<file path="src/hdl/tgema_pkg.sv">
// Shared constants, types and codes for the two-channel time-gated moving average.
package tgema_pkg;

    localparam int VALUE_WIDTH     = 48;
    localparam int TIME_WIDTH      = 48;
    localparam int ALPHA_FRAC_BITS = 16;

    localparam int ALPHA_W    = ALPHA_FRAC_BITS + 1;
    localparam int INTERVAL_W = 32;
    localparam int CFG_DATA_W = (ALPHA_W > INTERVAL_W) ? ALPHA_W : INTERVAL_W;
    localparam int CFG_IDX_W  = 1;
    localparam int REQ_W      = 2;

    localparam int DIFF_W = VALUE_WIDTH + 1;
    localparam int AMUL_W = ALPHA_W + 1;
    localparam int PROD_W = DIFF_W + AMUL_W;

    localparam int QUEUE_DEPTH = 2;
    localparam int PTR_W       = (QUEUE_DEPTH > 1) ? $clog2(QUEUE_DEPTH) : 1;
    localparam int CNT_W       = $clog2(QUEUE_DEPTH + 1);

    localparam logic [ALPHA_W-1:0]    ALPHA_ONE      = ALPHA_W'(1) << ALPHA_FRAC_BITS;
    localparam logic [ALPHA_W-1:0]    ALPHA_RESET    = ALPHA_W'(21845);
    localparam logic [INTERVAL_W-1:0] INTERVAL_RESET = INTERVAL_W'(5000000);
    localparam logic [PROD_W-1:0]     ROUND_HALF     = PROD_W'(1) << (ALPHA_FRAC_BITS - 1);

    // Request codes on the input channel
    localparam logic [REQ_W-1:0] REQ_PRICE = 2'd0;
    localparam logic [REQ_W-1:0] REQ_MID   = 2'd1;
    localparam logic [REQ_W-1:0] REQ_CLEAR = 2'd2;

    // Configuration register indexes
    localparam logic [CFG_IDX_W-1:0] CFG_ALPHA    = 1'd0;
    localparam logic [CFG_IDX_W-1:0] CFG_INTERVAL = 1'd1;

    typedef enum logic [1:0] {
        K_SAMPLE,
        K_CLEAR,
        K_NOP
    } t_kind;

    typedef struct packed {
        t_kind                  kind;
        logic                   ch;
        logic [VALUE_WIDTH-1:0] sample;
        logic [TIME_WIDTH-1:0]  timestamp;
    } t_item;

    typedef struct packed {
        logic  valid;
        t_item item;
    } t_queue_head;

endpackage

</file>
<file path="src/hdl/tgema_in_if.sv">
// Input channel: request beats with valid/ready handshake.
interface tgema_in_if;
    logic                             valid;
    logic                             ready;
    logic [tgema_pkg::REQ_W-1:0]       req_type;
    logic [tgema_pkg::VALUE_WIDTH-1:0] sample;
    logic [tgema_pkg::TIME_WIDTH-1:0]  timestamp;

    modport source (output valid, output req_type, output sample, output timestamp,
                    input ready);
    modport sink   (input valid, input req_type, input sample, input timestamp,
                    output ready);
endinterface

</file>
<file path="src/hdl/tgema_out_if.sv">
// Output channel: result beats with valid/ready handshake.
interface tgema_out_if;
    logic                             valid;
    logic                             ready;
    logic [tgema_pkg::VALUE_WIDTH-1:0] ema_value;
    logic                             updated;
    logic                             initialized;

    modport source (output valid, output ema_value, output updated, output initialized,
                    input ready);
    modport sink   (input valid, input ema_value, input updated, input initialized,
                    output ready);
endinterface

</file>
<file path="src/hdl/tgema_front.sv">
// Front end: accept request beats, classify them and hold them in a short queue.
module tgema_front (
    input  logic                   i_clk,
    input  logic                   i_rst_n,
    tgema_in_if.sink               i_in,
    input  logic                   i_pop,
    output tgema_pkg::t_queue_head o_head
);

    tgema_pkg::t_item                    r_mem [tgema_pkg::QUEUE_DEPTH];
    logic [tgema_pkg::PTR_W-1:0]         r_wr_ptr;
    logic [tgema_pkg::PTR_W-1:0]         r_rd_ptr;
    logic [tgema_pkg::CNT_W-1:0]         r_count;
    logic [tgema_pkg::PTR_W-1:0]         n_wr_ptr;
    logic [tgema_pkg::PTR_W-1:0]         n_rd_ptr;
    logic [tgema_pkg::CNT_W-1:0]         n_count;
    tgema_pkg::t_item                    w_item;
    logic                                w_push;
    logic                                w_pop;

    // Classify the incoming request
    always_comb begin
        w_item.ch        = 1'b0;
        w_item.sample    = i_in.sample;
        w_item.timestamp = i_in.timestamp;
        case (i_in.req_type)
            tgema_pkg::REQ_PRICE: begin
                w_item.kind = tgema_pkg::K_SAMPLE;
            end
            tgema_pkg::REQ_MID: begin
                w_item.kind = tgema_pkg::K_SAMPLE;
                w_item.ch   = 1'b1;
            end
            tgema_pkg::REQ_CLEAR: begin
                w_item.kind = tgema_pkg::K_CLEAR;
            end
            default: begin
                w_item.kind = tgema_pkg::K_NOP;
            end
        endcase
    end

    assign i_in.ready = (r_count != tgema_pkg::CNT_W'(tgema_pkg::QUEUE_DEPTH));
    assign w_push     = i_in.valid && i_in.ready;
    assign w_pop      = i_pop && (r_count != '0);

    always_comb begin
        n_wr_ptr = r_wr_ptr;
        n_rd_ptr = r_rd_ptr;
        n_count  = r_count;
        if (w_push) begin
            n_wr_ptr = (r_wr_ptr == tgema_pkg::PTR_W'(tgema_pkg::QUEUE_DEPTH - 1)) ?
                       '0 : r_wr_ptr + 1'b1;
        end
        if (w_pop) begin
            n_rd_ptr = (r_rd_ptr == tgema_pkg::PTR_W'(tgema_pkg::QUEUE_DEPTH - 1)) ?
                       '0 : r_rd_ptr + 1'b1;
        end
        if (w_push && !w_pop) begin
            n_count = r_count + 1'b1;
        end else if (w_pop && !w_push) begin
            n_count = r_count - 1'b1;
        end
    end

    always_ff @(posedge i_clk) begin
        if (!i_rst_n) begin
            r_wr_ptr <= '0;
            r_rd_ptr <= '0;
            r_count  <= '0;
        end else begin
            r_wr_ptr <= n_wr_ptr;
            r_rd_ptr <= n_rd_ptr;
            r_count  <= n_count;
        end
    end

    always_ff @(posedge i_clk) begin
        if (w_push) begin
            r_mem[r_wr_ptr] <= w_item;
        end
    end

    assign o_head.valid = (r_count != '0);
    assign o_head.item  = r_mem[r_rd_ptr];

endmodule

</file>
<file path="src/hdl/tgema_back.sv">
// Back end: channel state, gated blend update, configuration registers and output register.
module tgema_back (
    input  logic                               i_clk,
    input  logic                               i_rst_n,
    input  logic                               i_cfg_we,
    input  logic [tgema_pkg::CFG_IDX_W-1:0]    i_cfg_idx,
    input  logic [tgema_pkg::CFG_DATA_W-1:0]   i_cfg_data,
    input  tgema_pkg::t_queue_head             i_head,
    output logic                               o_pop,
    tgema_out_if.source                        o_out
);

    logic [tgema_pkg::ALPHA_W-1:0]     r_alpha;
    logic [tgema_pkg::INTERVAL_W-1:0]  r_interval;
    logic [tgema_pkg::VALUE_WIDTH-1:0] r_avg  [2];
    logic                              r_seen [2];
    logic [tgema_pkg::TIME_WIDTH-1:0]  r_last [2];

    logic                              r_out_valid;
    logic [tgema_pkg::VALUE_WIDTH-1:0] r_out_ema;
    logic                              r_out_upd;
    logic                              r_out_init;
    logic [tgema_pkg::VALUE_WIDTH-1:0] n_out_ema;
    logic                              n_out_upd;
    logic                              n_out_init;

    logic                                w_advance;
    logic                                w_ch;
    logic [tgema_pkg::ALPHA_W-1:0]       w_alpha_eff;
    logic [tgema_pkg::VALUE_WIDTH-1:0]   w_avg_cur;
    logic [tgema_pkg::TIME_WIDTH-1:0]    w_last_cur;
    logic [tgema_pkg::TIME_WIDTH:0]      w_gap;
    logic                                w_gap_ok;
    logic signed [tgema_pkg::DIFF_W-1:0] w_diff;
    logic signed [tgema_pkg::PROD_W-1:0] w_prod;
    logic [tgema_pkg::PROD_W-1:0]        w_prod_rnd;
    logic [tgema_pkg::VALUE_WIDTH-1:0]   w_step;
    logic [tgema_pkg::VALUE_WIDTH-1:0]   w_blended;

    // Configuration writes
    always_ff @(posedge i_clk) begin
        if (!i_rst_n) begin
            r_alpha    <= tgema_pkg::ALPHA_RESET;
            r_interval <= tgema_pkg::INTERVAL_RESET;
        end else if (i_cfg_we) begin
            case (i_cfg_idx)
                tgema_pkg::CFG_ALPHA: begin
                    r_alpha <= i_cfg_data[tgema_pkg::ALPHA_W-1:0];
                end
                tgema_pkg::CFG_INTERVAL: begin
                    r_interval <= i_cfg_data[tgema_pkg::INTERVAL_W-1:0];
                end
                default: begin
                end
            endcase
        end
    end

    // Take the queue head whenever the output register is empty or drains this cycle
    assign w_advance = i_head.valid && (!r_out_valid || o_out.ready);
    assign o_pop     = w_advance;

    // Blend as ema + a*(x - ema), rounded half up; saturate alpha at one
    always_comb begin
        w_ch        = i_head.item.ch;
        w_alpha_eff = r_alpha[tgema_pkg::ALPHA_W-1] ? tgema_pkg::ALPHA_ONE : r_alpha;
        w_avg_cur   = r_avg[w_ch];
        w_last_cur  = r_last[w_ch];
        w_gap       = {1'b0, i_head.item.timestamp} - {1'b0, w_last_cur};
        w_gap_ok    = !w_gap[tgema_pkg::TIME_WIDTH] &&
                      (w_gap[tgema_pkg::TIME_WIDTH-1:0] >= tgema_pkg::TIME_WIDTH'(r_interval));
        w_diff      = $signed({1'b0, i_head.item.sample}) - $signed({1'b0, w_avg_cur});
        w_prod      = w_diff * $signed({1'b0, w_alpha_eff});
        w_prod_rnd  = w_prod + tgema_pkg::ROUND_HALF;
        w_step      = w_prod_rnd[tgema_pkg::ALPHA_FRAC_BITS +: tgema_pkg::VALUE_WIDTH];
        w_blended   = w_avg_cur + w_step;
    end

    always_comb begin
        n_out_ema  = '0;
        n_out_upd  = 1'b0;
        n_out_init = 1'b0;
        case (i_head.item.kind)
            tgema_pkg::K_SAMPLE: begin
                n_out_init = 1'b1;
                if (!r_seen[w_ch]) begin
                    n_out_ema = i_head.item.sample;
                    n_out_upd = 1'b1;
                end else if (w_gap_ok) begin
                    n_out_ema = w_blended;
                    n_out_upd = 1'b1;
                end else begin
                    n_out_ema = w_avg_cur;
                end
            end
            default: begin
            end
        endcase
    end

    // Channel state
    always_ff @(posedge i_clk) begin
        if (!i_rst_n) begin
            r_avg[0]  <= '0;
            r_avg[1]  <= '0;
            r_seen[0] <= 1'b0;
            r_seen[1] <= 1'b0;
        end else if (w_advance) begin
            if (i_head.item.kind == tgema_pkg::K_CLEAR) begin
                r_avg[0]  <= '0;
                r_avg[1]  <= '0;
                r_seen[0] <= 1'b0;
                r_seen[1] <= 1'b0;
            end else if (i_head.item.kind == tgema_pkg::K_SAMPLE) begin
                r_avg[w_ch]  <= n_out_ema;
                r_seen[w_ch] <= 1'b1;
            end
        end
    end

    always_ff @(posedge i_clk) begin
        if (w_advance && (i_head.item.kind == tgema_pkg::K_SAMPLE) && n_out_upd) begin
            r_last[w_ch] <= i_head.item.timestamp;
        end
    end

    // Output register
    always_ff @(posedge i_clk) begin
        if (!i_rst_n) begin
            r_out_valid <= 1'b0;
        end else if (w_advance) begin
            r_out_valid <= 1'b1;
        end else if (o_out.ready) begin
            r_out_valid <= 1'b0;
        end
    end

    always_ff @(posedge i_clk) begin
        if (w_advance) begin
            r_out_ema  <= n_out_ema;
            r_out_upd  <= n_out_upd;
            r_out_init <= n_out_init;
        end
    end

    assign o_out.valid       = r_out_valid;
    assign o_out.ema_value   = r_out_ema;
    assign o_out.updated     = r_out_upd;
    assign o_out.initialized = r_out_init;

    a_clear_drops_seen: assert property (@(posedge i_clk) disable iff (!i_rst_n)
        w_advance && (i_head.item.kind == tgema_pkg::K_CLEAR)
        |=> !r_seen[0] && !r_seen[1])
        else $error("seen flag survived a clear");

    a_sample_sets_seen: assert property (@(posedge i_clk) disable iff (!i_rst_n)
        w_advance && (i_head.item.kind == tgema_pkg::K_SAMPLE)
        |=> r_seen[$past(w_ch)])
        else $error("sample did not mark its channel as seen");

    a_upd_implies_init: assert property (@(posedge i_clk) disable iff (!i_rst_n)
        r_out_valid && r_out_upd |-> r_out_init)
        else $error("update reported on an uninitialized channel");

    a_uninit_reads_zero: assert property (@(posedge i_clk) disable iff (!i_rst_n)
        r_out_valid && !r_out_init |-> (r_out_ema == '0))
        else $error("nonzero average on an uninitialized result");

endmodule

</file>
<file path="src/hdl/time_gated_ema_two_channel_top.sv">
// Top level of the two-channel time-gated exponential moving average.
//
//  channel   dir  handshake           payload
//  i_in      in   valid/ready         req_type[1:0], sample[47:0], timestamp[47:0]
//  o_out     out  valid/ready         ema_value[47:0], updated, initialized
//  cfg       in   i_cfg_we (no wait)  i_cfg_idx (0 alpha, 1 interval_us), i_cfg_data[31:0]
//
//  One request beat per cycle sustained while the output is ready, one result beat per
//  request. The rate is set by the per-channel update loop: read the average, one 49x18
//  signed multiply, round, add and write back, all combinational within the back end.
//  An input beat passes through the queue, then the output register, to become a result beat.
//  Reset is synchronous, active low: averages and seen flags clear at once, no sweep.
//  A stalled output holds its beat; the two-entry queue keeps taking input until full.
module time_gated_ema_two_channel_top (
    input  logic                             i_clk,
    input  logic                             i_rst_n,
    tgema_in_if.sink                         i_in,
    tgema_out_if.source                      o_out,
    input  logic                             i_cfg_we,
    input  logic [tgema_pkg::CFG_IDX_W-1:0]  i_cfg_idx,
    input  logic [tgema_pkg::CFG_DATA_W-1:0] i_cfg_data
);

    // Queue head and its pop strobe between front and back
    tgema_pkg::t_queue_head w_head;
    logic                   w_pop;

    // Accept and classify request beats, buffer them
    tgema_front u_front (
        .i_clk   (i_clk),
        .i_rst_n (i_rst_n),
        .i_in    (i_in),
        .i_pop   (w_pop),
        .o_head  (w_head)
    );

    // Apply each request to the channel state and present the result beat
    tgema_back u_back (
        .i_clk      (i_clk),
        .i_rst_n    (i_rst_n),
        .i_cfg_we   (i_cfg_we),
        .i_cfg_idx  (i_cfg_idx),
        .i_cfg_data (i_cfg_data),
        .i_head     (w_head),
        .o_pop      (w_pop),
        .o_out      (o_out)
    );

endmodule
</file>
<file path="src/flat_wrapper.sv">
// flat-port wrapper written by rule: the top's interface ports become plain ports
module time_gated_ema_two_channel_top_flat 
  (i_clk, i_rst_n, i_cfg_we, i_cfg_idx, i_cfg_data, i_in_valid, i_in_req_type, i_in_sample, i_in_timestamp, i_in_ready, o_out_valid, o_out_ema_value, o_out_updated, o_out_initialized, o_out_ready);
  tgema_in_if i_in_i ();
  tgema_out_if o_out_i ();
  input  logic i_clk;
  input  logic i_rst_n;
  input  logic i_cfg_we;
  input  logic [tgema_pkg::CFG_IDX_W-1:0] i_cfg_idx;
  input  logic [tgema_pkg::CFG_DATA_W-1:0] i_cfg_data;
  input wire logic [$bits(i_in_i.valid)-1:0] i_in_valid;
  input wire logic [$bits(i_in_i.req_type)-1:0] i_in_req_type;
  input wire logic [$bits(i_in_i.sample)-1:0] i_in_sample;
  input wire logic [$bits(i_in_i.timestamp)-1:0] i_in_timestamp;
  output wire logic [$bits(i_in_i.ready)-1:0] i_in_ready;
  output wire logic [$bits(o_out_i.valid)-1:0] o_out_valid;
  output wire logic [$bits(o_out_i.ema_value)-1:0] o_out_ema_value;
  output wire logic [$bits(o_out_i.updated)-1:0] o_out_updated;
  output wire logic [$bits(o_out_i.initialized)-1:0] o_out_initialized;
  input wire logic [$bits(o_out_i.ready)-1:0] o_out_ready;
  assign i_in_i.valid = i_in_valid;
  assign i_in_i.req_type = i_in_req_type;
  assign i_in_i.sample = i_in_sample;
  assign i_in_i.timestamp = i_in_timestamp;
  assign i_in_ready = i_in_i.ready;
  assign o_out_valid = o_out_i.valid;
  assign o_out_ema_value = o_out_i.ema_value;
  assign o_out_updated = o_out_i.updated;
  assign o_out_initialized = o_out_i.initialized;
  assign o_out_i.ready = o_out_ready;
  time_gated_ema_two_channel_top u_core (.i_clk(i_clk), .i_rst_n(i_rst_n), .i_in(i_in_i), .o_out(o_out_i), .i_cfg_we(i_cfg_we), .i_cfg_idx(i_cfg_idx), .i_cfg_data(i_cfg_data));
endmodule
</file>
<file path="config.mk">
export PLATFORM = sky130hd
export DESIGN_NAME = time_gated_ema_two_channel_top_flat
export DESIGN_NICKNAME = d
export VERILOG_FILES = /design/src/hdl/tgema_pkg.sv /design/src/hdl/tgema_in_if.sv /design/src/hdl/tgema_out_if.sv /design/src/hdl/tgema_front.sv /design/src/hdl/tgema_back.sv /design/src/hdl/time_gated_ema_two_channel_top.sv /design/src/flat_wrapper.sv
export SDC_FILE = /design/constraint.sdc
export NUM_CORES = 2
export LEC_CHECK = 0
export ABC_AREA = 1
export BUFFER_PORTS_ARGS = -buffer_cell sky130_fd_sc_hd__buf_4
export CORE_UTILIZATION = 45
export CTS_CLUSTER_SIZE = 25
export DETAILED_ROUTE_END_ITERATION = 7
export GPL_ROUTABILITY_DRIVEN = 0
export HOLD_SLACK_MARGIN = 0.03
export SLEW_MARGIN = 20
export SYNTH_ARGS = -nofsm -noshare
export SYNTH_HDL_FRONTEND = slang
export SYNTH_SLANG_ARGS = --single-unit
</file>
<file path="constraint.sdc">
create_clock -name i_clk -period 13.7 [get_ports i_clk]
set_clock_uncertainty 0.15 [all_clocks]
set_input_delay 2.055 -clock i_clk [delete_from_list [all_inputs] [get_ports i_clk]]
set_output_delay 2.055 -clock i_clk [all_outputs]
set_load 0.01 [all_outputs]
</file>
==> results.json <==
{
  "fin_crit_sh_pct": 94.6,
  "avgSynthCellArea_um2": 8.43,
  "synth_most_common_cell": "inv_1",
  "place_area_um2": 59900,
  "post-cts-setup-buffer-count": 0,
  "slew-limit-headroom_pct": 20.8,
  "nets": 8087,
  "crit_path_end_kind": "flop",
  "cp_data_arrival_time_ns": 13.13,
  "synth_area_leaders": "fa_1 27%, edfxtp_1 23%, inv_1 8.6%",
  "grt_pass1_vias": 45532,
  "max_stage_delay_ns": 0.72,
  "n_fill_cell": 11958,
  "dr.pass1.iters": 6,
  "grt_max_degree": 74,
  "wl_per_cell_um": 20.5,
  "synth_cell_types": 61,
  "status": "finished clean",
  "cts_resized": 0,
  "setup_viol": 0,
  "required_ns": 13.87,
  "cap_violations": 0,
  "io_pins": 188,
  "netlist.area_leader.share_pct": 26.8,
  "ctsHoldBuffers": 0,
  "grt_pass1_wl_um": 270000,
  "cts_made_buffers": 48,
  "die_h_um": 357,
  "register_area_um2": 14400,
  "clock_sink_count": 497,
  "cts_tree": "done",
  "die_w_um": 357,
  "async_flop_share_pct": 0,
  "clk_pin_slew_worst_paths_ns": 0.07,
  "report.final.slew_viol_count": 0,
  "critPathMaxFanout": 44,
  "critical_path.most_common_cell": "inv_1",
  "ys_ff_latch": 497,
  "cp-start-kind": "flop",
  "yosysWarnings": 0,
  "fin_crit_ns": 12.96,
  "fin_setup_tns_ns": 0,
  "crit_slowest_cell": "xor2_1",
  "fin_hold_ws_ns": 0.307,
  "finalHoldViolCount": 0,
  "clockBufferDepth": 3,
  "grt.total_usage_pct": 27.8,
  "multi_input_area_um2": 36500,
  "fin_area_um2": 61700,
  "initial_core_util_pct": 45.6,
  "rows": 129,
  "h-tree-depth": 2,
  "worstSetupPathType": "flop to flop",
  "port_buffers": 187,
  "drt-initial-drc-count": 4354,
  "diodes": 0,
  "ys.flop_type": "edfxtp_1",
  "cts_root_buf": "clkbuf_16",
  "antenna_found_initial": 1,
  "post-route-util_pct": 49.6,
  "ys_seq_area_share_pct": 25.4,
  "grt_overflow": 0,
  "synth_common_cells": "1299 x inv_1, 1223 x nand2_1, 927 x nor2_1, 758 x fa_1, 440 x edfxtp_1",
  "max_freq_mhz": 77.2,
  "dieArea_um2": 127000,
  "worstMarginPinSlew_ns": 1.18,
  "drive_gt1_share_pct": 7.47,
  "syn_to_final_growth_pct": 8.94,
  "synthesis.area_um2": 56600,
  "syn_inst": 6715,
  "synth_edf_count": 440,
  "drt_wl_total_um": 174000,
  "rsz0062_at_grt": "no",
  "hp-class": "flop to flop",
  "drc": 0,
  "hpwl_um": 140000,
  "dr_total_vias": 45849,
  "ant_nets": 0,
  "syn-num-nets": 7975,
  "coreArea_um2": 124000,
  "clk_latency_ns": 0.64,
  "via_per_inst": 5.39,
  "yosysTopAreaCell": "fa_1"
}
cell usage in the layout (no fill, tap or decap), types with 30 or more instances in the layout:
| master | synthesis | routed |
|---|---|---|
| dfxtp_1 | 57 | 56 |
| nand3_1 | 256 | 254 |
| nor3_1 | 42 | 42 |
| nand2_1 | 1223 | 1218 |
| buf_4 | 3 | 264 |
| clkbuf_16 | 0 | 48 |
| ha_1 | 366 | 366 |
| or2_2 | 81 | 81 |
| mux2i_1 | 49 | 49 |
| fa_1 | 758 | 758 |
| a31oi_1 | 46 | 46 |
| nor2_1 | 927 | 922 |
| o21ai_0 | 229 | 229 |
| xor2_1 | 71 | 70 |
| a21oi_1 | 333 | 332 |
| edfxtp_1 | 440 | 440 |
| inv_1 | 1299 | 1296 |
| xnor2_1 | 68 | 68 |
| nand4_1 | 30 | 30 |
kinds of logic after synthesis:
kind of cell	count (synthesis)	share of synthesized area, %
simple gates	2626	19.0
fa+ha+maj	1124	34.9
xor+xnor	142	2.24
compound gates	750	7.44
buf+inv	1527	10.3
flops	497	25.4
mux	49	0.866
final timing paths:
| check | startpoint | endpoint | slack (ns) | cells after the start |
|---|---|---|---|---|
| min | u_core.u_back.r_seen[0]$_DFF_P_ | u_core.u_back.r_seen[0]$_DFF_P_ | 0.31 | 2 |
| max | u_core.u_front.r_mem[1][96]$_DFFE_PP_ | u_core.u_back.r_avg[1][47]$_SDFFCE_PN0P_ | 0.74 | 50 |
| max reg2reg | u_core.u_front.r_mem[1][96]$_DFFE_PP_ | u_core.u_back.r_avg[1][47]$_SDFFCE_PN0P_ | 0.74 | 50 |
| min reg2reg | u_core.u_back.r_seen[0]$_DFF_P_ | u_core.u_back.r_seen[0]$_DFF_P_ | 0.31 | 2 |
flip-flops by register name, indices dropped and copies added (netlist names), named ones only:
signal                           cells
u_core.u_front.r_count               2
u_core.u_back.r_alpha               17
u_core.u_back.o_out.ema_value       48
u_core.u_back.r_last                96
u_core.u_back.o_out.initialized      1
u_core.u_back.r_seen                 2
u_core.u_front.r_wr_ptr              1
u_core.u_back.o_out.valid            1
u_core.u_back.r_avg                 96
u_core.u_front.r_mem               198
u_core.u_back.o_out.updated          1
u_core.u_front.r_rd_ptr              1
u_core.u_back.r_interval            32
area by class of cell:
cell class / count / share of cell area, %
Inverter: 1325 / 8.07
Sequential cell: 497 / 23.3
Clock inverter: 33 / 0.872
Tap cell: 1637 / 3.32
Clock buffer: 57 / 2.00
Multi-Input combinational cell: 4691 / 59.2
Timing Repair Buffer: 264 / 3.21
metrics by stage:
| stage | cells | worst slack [ns] |
|---|---|---|
| after CTS | 8504 | 0.675 |
| final | 8504 | 0.741 |
| after floorplan | 6715 | 2.70 |
| after detailed placement | 8414 | 0.755 |
| after global routing | 8504 | 0.0520 |
| after global placement | 8414 | 0.675 |
critical path: cells and delay by family, from the launching register on:
kind | cells | cell delay [ns]
fa+ha+maj | 9 | 4.15
flops | 1 | 0.37
buf+inv | 11 | 1.77
xor+xnor | 2 | 0.94
simple gates | 16 | 2.16
compound gates | 12 | 3.06
layer usage:
metal	routed length, um	track usage [%]
met1	78700	41.8
met2	71600	39.3
met3	19000	7.15
met4	5180	7.35
met5	0	0
Power is left out: the tool's default activity adds up to more than one toggle a clock period on the data nets, which glitch-free logic cannot reach.
